===== config.mk =====
export PLATFORM = sky130hd
export DESIGN_NAME = button_debounce_double_press
export DESIGN_NICKNAME = d
export VERILOG_FILES = /design/src/design/bdd_pkg.sv /design/src/design/bdd_core.sv /design/src/design/button_debounce_double_press.sv
export VERILOG_INCLUDE_DIRS = /design/src /design/src/design
export SDC_FILE = /design/constraint.sdc
export NUM_CORES = 1
export LEC_CHECK = 0
export BUFFER_PORTS_ARGS = -buffer_cell sky130_fd_sc_hd__buf_4
export CAP_MARGIN = 20
export CORE_MARGIN = 10
export CORE_UTILIZATION = 56
export DETAILED_ROUTE_END_ITERATION = 16
export GPL_ROUTABILITY_DRIVEN = 1
export GPL_TIMING_DRIVEN = 1
export PLACE_DENSITY = 0.77
export SYNTH_ARGS = -nofsm -noshare
export SYNTH_HDL_FRONTEND = slang
export SYNTH_HIERARCHICAL = 1
export SYNTH_SLANG_ARGS = --single-unit

===== constraint.sdc =====
create_clock -name i_clk -period 5.5 [get_ports i_clk]
set_input_delay 0.55 -clock i_clk [delete_from_list [all_inputs] [get_ports i_clk]]
set_output_delay 0.55 -clock i_clk [all_outputs]
set_load 0.03 [all_outputs]

===== src/design/button_debounce_double_press_defines.svh =====
// Assertion macros for the button debouncer with double-press detection.
`ifndef BUTTON_DEBOUNCE_DOUBLE_PRESS_DEFINES_SVH
`define BUTTON_DEBOUNCE_DOUBLE_PRESS_DEFINES_SVH

// Same-cycle implication, checked out of reset.
`define BDD_ASSERT_NOW(label, ante, cons, msg) \
    label: assert property (@(posedge i_clk) disable iff (!i_rst_n) (ante) |-> (cons)) \
        else $error(msg);

// Next-cycle implication, checked out of reset.
`define BDD_ASSERT_NEXT(label, ante, cons, msg) \
    label: assert property (@(posedge i_clk) disable iff (!i_rst_n) (ante) |=> (cons)) \
        else $error(msg);

`endif


===== src/design/bdd_pkg.sv =====
// Shared types, constants and helpers for the button debouncer.
`default_nettype none
package bdd_pkg;

    localparam int unsigned TICK_W  = 16;
    localparam int unsigned COUNT_W = 7;
    localparam int unsigned HOLD_W  = 32;
    localparam int unsigned CFG_IDX_W = 1;

    localparam logic [TICK_W-1:0]  SETTLE_RESET = 16'd60;
    localparam logic [TICK_W-1:0]  WINDOW_RESET = 16'd300;
    localparam logic [COUNT_W-1:0] COUNT_MAX    = 7'd127;

    localparam logic [CFG_IDX_W-1:0] CFG_SETTLE_TICKS = 1'd0;
    localparam logic [CFG_IDX_W-1:0] CFG_WINDOW_TICKS = 1'd1;

    typedef struct packed {
        logic               press_pulse;
        logic               second_press_pulse;
        logic               release_pulse;
        logic [COUNT_W-1:0] press_total;
        logic [HOLD_W-1:0]  held_ticks;
    } t_result;

    function automatic logic [TICK_W-1:0] f_inc_sat16(input logic [TICK_W-1:0] v);
        return (v == {TICK_W{1'b1}}) ? v : v + 16'd1;
    endfunction

endpackage
`default_nettype wire


===== src/design/bdd_core.sv =====
// Debounce phase machine, timers and press counter; one tick per step.
`default_nettype none
module bdd_core import bdd_pkg::*; (
    input  wire logic              i_clk,
    input  wire logic              i_rst_n,
    input  wire logic              i_step,
    input  wire logic              i_level,
    input  wire logic [TICK_W-1:0] i_settle_ticks,
    input  wire logic [TICK_W-1:0] i_window_ticks,
    output t_result                o_result
);

    typedef enum logic [1:0] {
        PH_IDLE,
        PH_SETTLE,
        PH_HELD,
        PH_RELEASE
    } t_phase;

    t_phase             r_phase,           n_phase;
    logic [TICK_W-1:0]  r_settle_elapsed,  n_settle_elapsed;
    logic [TICK_W-1:0]  r_release_elapsed, n_release_elapsed;
    logic [TICK_W-1:0]  r_window_elapsed,  n_window_elapsed;
    logic               r_window_running,  n_window_running;
    logic [COUNT_W-1:0] r_press_counter,   n_press_counter;
    logic [HOLD_W-1:0]  r_hold_counter,    n_hold_counter;
    logic               n_press, n_second, n_release;

    always_comb begin
        n_phase           = r_phase;
        n_settle_elapsed  = r_settle_elapsed;
        n_release_elapsed = r_release_elapsed;
        n_window_elapsed  = r_window_elapsed;
        n_window_running  = r_window_running;
        n_press_counter   = r_press_counter;
        n_hold_counter    = r_hold_counter;
        n_press           = 1'b0;
        n_second          = 1'b0;
        n_release         = 1'b0;

        // running timers advance first
        if (r_phase == PH_SETTLE) begin
            n_settle_elapsed = f_inc_sat16(r_settle_elapsed);
        end
        if (r_phase == PH_RELEASE) begin
            n_release_elapsed = f_inc_sat16(r_release_elapsed);
        end
        if (r_window_running) begin
            n_window_elapsed = f_inc_sat16(r_window_elapsed);
        end
        if (r_phase == PH_HELD && r_hold_counter != {HOLD_W{1'b1}}) begin
            n_hold_counter = r_hold_counter + 32'd1;
        end

        if (i_level) begin
            if (r_phase == PH_IDLE) begin
                n_phase          = PH_SETTLE;
                n_settle_elapsed = '0;
            end else if (r_phase == PH_SETTLE && n_settle_elapsed >= i_settle_ticks) begin
                n_phase        = PH_HELD;
                n_hold_counter = '0;
                if (r_press_counter != COUNT_MAX) begin
                    n_press_counter = r_press_counter + 7'd1;
                end
                n_press  = 1'b1;
                n_second = (n_press_counter != 7'd1);
            end
        end else begin
            if (r_phase == PH_HELD) begin
                n_phase           = PH_RELEASE;
                n_release_elapsed = '0;
            end else if (r_phase == PH_RELEASE && n_release_elapsed >= i_settle_ticks) begin
                n_window_running = 1'b1;
                n_window_elapsed = '0;
                n_release        = 1'b1;
                n_phase          = PH_IDLE;
            end
            // expired window: a low sample ends the run
            if (n_window_running && n_window_elapsed >= i_window_ticks) begin
                n_press_counter  = '0;
                n_window_running = 1'b0;
            end
        end

        o_result.press_pulse        = n_press;
        o_result.second_press_pulse = n_second;
        o_result.release_pulse      = n_release;
        o_result.press_total        = n_press_counter;
        o_result.held_ticks         = (n_phase == PH_HELD) ? n_hold_counter : '0;
    end

    always_ff @(posedge i_clk) begin
        if (!i_rst_n) begin
            r_phase           <= PH_IDLE;
            r_settle_elapsed  <= '0;
            r_release_elapsed <= '0;
            r_window_elapsed  <= '0;
            r_window_running  <= 1'b0;
            r_press_counter   <= '0;
            r_hold_counter    <= '0;
        end else if (i_step) begin
            r_phase           <= n_phase;
            r_settle_elapsed  <= n_settle_elapsed;
            r_release_elapsed <= n_release_elapsed;
            r_window_elapsed  <= n_window_elapsed;
            r_window_running  <= n_window_running;
            r_press_counter   <= n_press_counter;
            r_hold_counter    <= n_hold_counter;
        end
    end

endmodule
`default_nettype wire


===== src/design/button_debounce_double_press.sv =====
// Button debouncer with double-press detection: top level.
// One input transfer per millisecond tick carrying the sampled pin level; each
// tick gives exactly one result transfer with press, second-press and release
// pulses, the saturating press count and the held time. A tick passes through
// an input register and the phase machine into a result register; a stall on
// the result side can hold a tick in the input register before it is stepped.
// A new tick is taken every cycle, and only a stall on the result side holds the
// input back. The settle time and repeat window registers reset to 60 and 300
// ticks and are written through the always-ready configuration port; the user
// must write them only while no tick is in flight, the block does not enforce it.
`default_nettype none
`include "button_debounce_double_press_defines.svh"
module button_debounce_double_press import bdd_pkg::*; (
    input  wire logic                 i_clk,
    input  wire logic                 i_rst_n,
    input  wire logic                 i_in_valid,
    output logic                      o_in_stall,
    input  wire logic                 i_pin_level,
    output logic                      o_out_valid,
    input  wire logic                 i_out_stall,
    output logic                      o_press_pulse,
    output logic                      o_second_press_pulse,
    output logic                      o_release_pulse,
    output logic [COUNT_W-1:0]        o_press_total,
    output logic [HOLD_W-1:0]         o_held_ticks,
    input  wire logic                 i_cfg_valid,
    output logic                      o_cfg_ready,
    input  wire logic [CFG_IDX_W-1:0] i_cfg_index,
    input  wire logic [TICK_W-1:0]    i_cfg_data
);

    logic              r_in_valid;
    logic              r_in_level;
    logic              r_out_valid;
    t_result           r_out;
    logic [TICK_W-1:0] r_settle_ticks;
    logic [TICK_W-1:0] r_window_ticks;
    logic              w_out_free;
    logic              w_step;
    t_result           w_result;

    assign w_out_free = !r_out_valid || !i_out_stall;
    assign w_step     = r_in_valid && w_out_free;
    assign o_in_stall = r_in_valid && !w_out_free;
    assign o_cfg_ready = 1'b1;

    bdd_core u_core (
        .i_clk          (i_clk),
        .i_rst_n        (i_rst_n),
        .i_step         (w_step),
        .i_level        (r_in_level),
        .i_settle_ticks (r_settle_ticks),
        .i_window_ticks (r_window_ticks),
        .o_result       (w_result)
    );

    always_ff @(posedge i_clk) begin
        if (!i_rst_n) begin
            r_in_valid     <= 1'b0;
            r_out_valid    <= 1'b0;
            r_settle_ticks <= SETTLE_RESET;
            r_window_ticks <= WINDOW_RESET;
        end else begin
            if (!o_in_stall) begin
                r_in_valid <= i_in_valid;
            end
            if (w_out_free) begin
                r_out_valid <= r_in_valid;
            end
            if (i_cfg_valid && o_cfg_ready) begin
                case (i_cfg_index)
                    CFG_SETTLE_TICKS: r_settle_ticks <= i_cfg_data;
                    CFG_WINDOW_TICKS: r_window_ticks <= i_cfg_data;
                    default: ;
                endcase
            end
        end
    end

    always_ff @(posedge i_clk) begin
        if (i_in_valid && !o_in_stall) begin
            r_in_level <= i_pin_level;
        end
        if (w_step) begin
            r_out <= w_result;
        end
    end

    assign o_out_valid          = r_out_valid;
    assign o_press_pulse        = r_out.press_pulse;
    assign o_second_press_pulse = r_out.second_press_pulse;
    assign o_release_pulse      = r_out.release_pulse;
    assign o_press_total        = r_out.press_total;
    assign o_held_ticks         = r_out.held_ticks;

    `BDD_ASSERT_NOW(a_second_needs_press, r_out_valid && r_out.second_press_pulse, r_out.press_pulse, "second press without press")
    `BDD_ASSERT_NOW(a_press_release_apart, r_out_valid, !(r_out.press_pulse && r_out.release_pulse), "press and release on one tick")
    `BDD_ASSERT_NOW(a_press_counted, r_out_valid && r_out.press_pulse, r_out.press_total != '0, "confirmed press not counted")
    `BDD_ASSERT_NEXT(a_step_fills_output, w_step, r_out_valid, "stepped tick left no result")

endmodule
`default_nettype wire


==> out/summary.json <==
{
  "dp.final_hpwl": {"value": 17600, "unit": "um"},
  "drt_wl_total": {"value": 25600, "unit": "um"},
  "synth_top_cell_area_share": {"value": 23.8, "unit": "%"},
  "max-cap-violations": {"value": 0},
  "mostFrequentLayoutCells": {"value": "sky130_fd_sc_hd__nand2_1 (135), sky130_fd_sc_hd__dfxtp_1 (122), sky130_fd_sc_hd__buf_4 (84), sky130_fd_sc_hd__nor2_1 (84), sky130_fd_sc_hd__inv_1 (65)"},
  "min_to": {"value": "r_in_level$_DFFE_PP_"},
  "gp_routability_congestion": {"value": 0.906},
  "synth_seq_cells": {"value": 167},
  "report.final.slew_viol_count": {"value": 0},
  "worstMarginPinSlew": {"value": 1090, "unit": "ps"},
  "final-instance-count-excl-fill": {"value": 1479},
  "post_synth_instance_area": {"value": 0.0104, "unit": "mm^2"},
  "postSynthCellCount": {"value": 1218},
  "htree_levels": {"value": 4},
  "synthDistinctLibCells": {"value": 87},
  "finalSetupViolations": {"value": 0},
  "r2r_slack": {"value": 300, "unit": "ps"},
  "critPathBufInv": {"value": 2},
  "avgSynthCellArea": {"value": 8.55, "unit": "um^2"},
  "worstReg2RegStart": {"value": "u_core/r_release_elapsed[3]$_SDFFE_PN0P_"},
  "dp_slack": {"value": 69.2, "unit": "ps"},
  "design.core.area": {"value": 0.0181, "unit": "mm^2"},
  "design.die.area": {"value": 0.0244, "unit": "mm^2"},
  "clock-sinks": {"value": 167},
  "first_global_vias": {"value": 8509},
  "initial_core_util": {"value": 57.4, "unit": "%"},
  "worstPathMaxFanout": {"value": 15},
  "finish.utilization": {"value": 64.1, "unit": "%"},
  "clk_pin_slew": {"value": 70, "unit": "ps"},
  "timing.critical_path.cells": {"value": "and4_2 > and3_1 > nand4_1 > nor2_2 > nand2_1 > mux2_2 > ha_1 > nand4_1 > or4_1 > o31ai_4 > nor2_1 > nor2_1 > buf_4 > nor3_1 > ha_1 > nand4_1 > a2111oi_4 > a211oi_4 > a211oi_2 > buf_6 > o22ai_1"},
  "area_used_by_sequential_logic_in_the_layout": {"value": 0.00378, "unit": "mm^2"},
  "hp-class": {"value": "input port to flip-flop"},
  "max-slew-margin-rel": {"value": 27.0, "unit": "%"},
  "synth_warnings": {"value": 6},
  "finalPower": {"value": 0.00273, "unit": "W"},
  "num-fill-cells": {"value": 1490},
  "clk-insertion-delay-late": {"value": 430, "unit": "ps"},
  "finalHoldViolCount": {"value": 0},
  "critical-path-max-stage-delay": {"value": 620, "unit": "ps"},
  "critical_path_depth": {"value": 21},
  "route.antenna.remaining_nets": {"value": 0},
  "final_nets": {"value": 1314},
  "worst_hold_path.num_cells": {"value": 1},
  "layout_commonest_cell": {"value": "sky130_fd_sc_hd__nand2_1"},
  "synth_async_sr_flop_share": {"value": 0, "unit": "%"},
  "multi_input_comb_area": {"value": 0.00607, "unit": "mm^2"},
  "num_antenna_cells": {"value": 0},
  "cts_buffer_depth": {"value": 2},
  "dr.pass1.iters": {"value": 6},
  "cp_slowest_cell": {"value": "sky130_fd_sc_hd__or4_1"},
  "pin_count_of_the_biggest_net_entering_global_routing": {"value": 74},
  "worst-endpoint-arrival": {"value": 5370, "unit": "ps"},
  "cp_common_cell": {"value": "sky130_fd_sc_hd__nand4_1"},
  "leakage_power_of_the_design": {"value": 4.28, "unit": "nW"},
  "cp_top_family": {"value": "simple AND/OR/NAND/NOR gates"},
  "avgRoutedWirePerCell": {"value": 17.3, "unit": "um"},
  "max_clock_freq": {"value": 0.192, "unit": "GHz"},
  "io_buffer_count": {"value": 66},
  "ys_seq_area_share": {"value": 36.3, "unit": "%"},
  "post-cts-setup-buffers": {"value": 0},
  "worst_hold_path_startpoint": {"value": "i_pin_level"},
  "timing.critical_path.to_type": {"value": "flip-flop"},
  "cts_tree": {"value": "done"},
  "dominant_register_cell_in_the_synthesized_netlist": {"value": "sky130_fd_sc_hd__dfxtp_1"},
  "post_synth_net_total": {"value": 1295},
  "cts_root_buf": {"value": "sky130_fd_sc_hd__clkbuf_16"},
  "die_height": {"value": 156, "unit": "um"},
  "vdd.ir_drop.worst": {"value": 0.217, "unit": "mV"},
  "grt_use_total": {"value": 20.8, "unit": "%"},
  "cts_hold_buf": {"value": 0},
  "powerDensity": {"value": 235, "unit": "mW/mm^2"},
  "ys_top_cells_by_area": {"value": "sky130_fd_sc_hd__dfxtp_1 (24%), sky130_fd_sc_hd__edfxtp_1 (12%), sky130_fd_sc_hd__ha_1 (6.5%)"},
  "cts_inserted_buffers": {"value": 17},
  "synth-edff-count": {"value": 43},
  "post-route-worst-setup-slack": {"value": 296, "unit": "ps"},
  "i_o_pin_total": {"value": 68},
  "synth_top_cell_by_area": {"value": "sky130_fd_sc_hd__dfxtp_1"},
  "layout-drive-gt1-share": {"value": 13.9, "unit": "%"},
  "crit_type": {"value": "flip-flop to flip-flop"},
  "global_route.overflow_total": {"value": 0},
  "die-width": {"value": 156, "unit": "um"},
  "drt_iter0_markers": {"value": 796},
  "dp_cells": {"value": 1446},
  "worstRegToRegCells": {"value": 21},
  "route.detailed.drc": {"value": 0},
  "period_share": {"value": 94.6, "unit": "%"},
  "final_worst_path_period_need": {"value": 5200, "unit": "ps"},
  "vias_per_cell": {"value": 6.20},
  "signed_area_change_from_the_synthesized_netlist_to_the_final_layout": {"value": 11.7, "unit": "%"},
  "worstPathRequired": {"value": 5670, "unit": "ps"},
  "regToRegEndpoint": {"value": "o_press_total[4]$_DFFE_PP_"},
  "grt_pass1_wl": {"value": 42400, "unit": "um"},
  "std_cell_rows": {"value": 49},
  "route.vias.total": {"value": 9166},
  "number_of_antenna_violations_at_the_first_check_in_global_routing": {"value": 0},
  "outcome": {"value": "finished, final reports clean"},
  "setup.worst_path.start_class": {"value": "flip-flop"},
  "skew": {"value": 7.85, "unit": "ps"}
}
## registers in the layout (all words and copies together) (netlist names), 2 cells and up
| signal | cells |
|---|---|
| o_press_total | 7 |
| u_core/r_release_elapsed | 16 |
| r_settle_ticks | 16 |
| u_core/r_window_elapsed | 16 |
| o_held_ticks | 32 |
| u_core/r_phase | 2 |
| u_core/r_hold_counter | 32 |
| u_core/r_press_counter | 7 |
| r_window_ticks | 16 |
| u_core/r_settle_elapsed | 16 |
## how the worst max path moves through the flow
stage	startpoint	end	slack [ps]
final	u_core/r_release_elapsed[3]$_SDFFE_PN0P_	o_press_total[4]$_DFFE_PP_	300
after detailed placement	u_core/r_release_elapsed[0]$_SDFFE_PN0P_	u_core/r_press_counter[1]$_SDFFE_PN0P_	70
after CTS	u_core/r_release_elapsed[7]$_SDFFE_PN0P_	u_core/r_press_counter[1]$_SDFFE_PN0P_	10
after floorplan	u_core/r_release_elapsed[2]$_SDFFE_PN0P_	o_press_total[4]$_DFFE_PP_	200
after global routing	u_core/r_release_elapsed[3]$_SDFFE_PN0P_	o_press_total[4]$_DFFE_PP_	-9
after global placement	u_core/r_release_elapsed[0]$_SDFFE_PN0P_	o_press_total[4]$_DFFE_PP_	280
## layout make-up
cell class	instances	area share, %
multi-input combinational	899	52.2
clock buffer	18	3.69
sequential	167	32.5
timing repair buffer	86	5.65
inverter	66	2.13
clock inverter	14	1.44
tap	229	2.46
## routing by layer
layer	track usage, %	share of wire (%)	up-vias
met2	33.8	48	268
li1	-	-	4509
met1	27.8	45	4355
met3	3.40	5.5	34
met4	6.11	1.5	0
met5	0	0	-
## cell families after synthesis
| group | share of synthesized area, % |
|---|---|
| adders and majority gates | 6.49 |
| xor gates and xnor gates | 5.30 |
| muxes | 2.96 |
| and+or+nand+nor | 22.9 |
| AOI/OAI and AO/OA | 19.8 |
| DFF | 36.3 |
| buffers and inverters | 6.30 |
| other | 0.0360 |
## synth_stat cells (all sizes together) (17+ instances only)
cell,count
dfxtp,124
inv,66
o31ai,18
a21oi,46
ha,54
nand2,136
mux2i,24
edfxtp,43
and4,18
clkbuf,58
xor2,31
a31oi,25
buf,28
o211ai,27
nand2b,17
nand4,35
o21ai,55
nand3,55
xnor2,32
nor3,27
nor2,91
## worst reg2reg max path, delay by kind of cell, from the launching register on
kind | cells | cell delay [ps]
AND/OR/NAND/NOR | 11 | 2090
AO/OA/AOI/OAI | 5 | 1140
adder cells (fa/ha/maj) | 2 | 620
multiplexers | 1 | 300
flip-flops | 1 | 410
buffers and inverters | 2 | 400
## metrics by stage
step                      TNS, ps  instance area (um^2)  hold slack (ps)
after floorplan                 0                 10400              428
after global placement          0                 10900              444
after detailed placement        0                 10900              454
after CTS                       0                 11500              287
after global routing        -8.75                 11600              292
final                           0                 11600              296
## report_power, final
part           switching (W)  internal, W
Combinational       0.000141    0.0000675
Clock               0.000540     0.000685
Sequential         0.0000149      0.00129
Total               0.000696      0.00204
## timing repair
item,4_1_cts,5_1_grt
pin swaps,0,1
endpoints found under the setup margin,1,15
gates cloned,0,0
resized for setup,1,16
endpoints found under the hold margin,0,0
(Power assumes the default switching activity.)
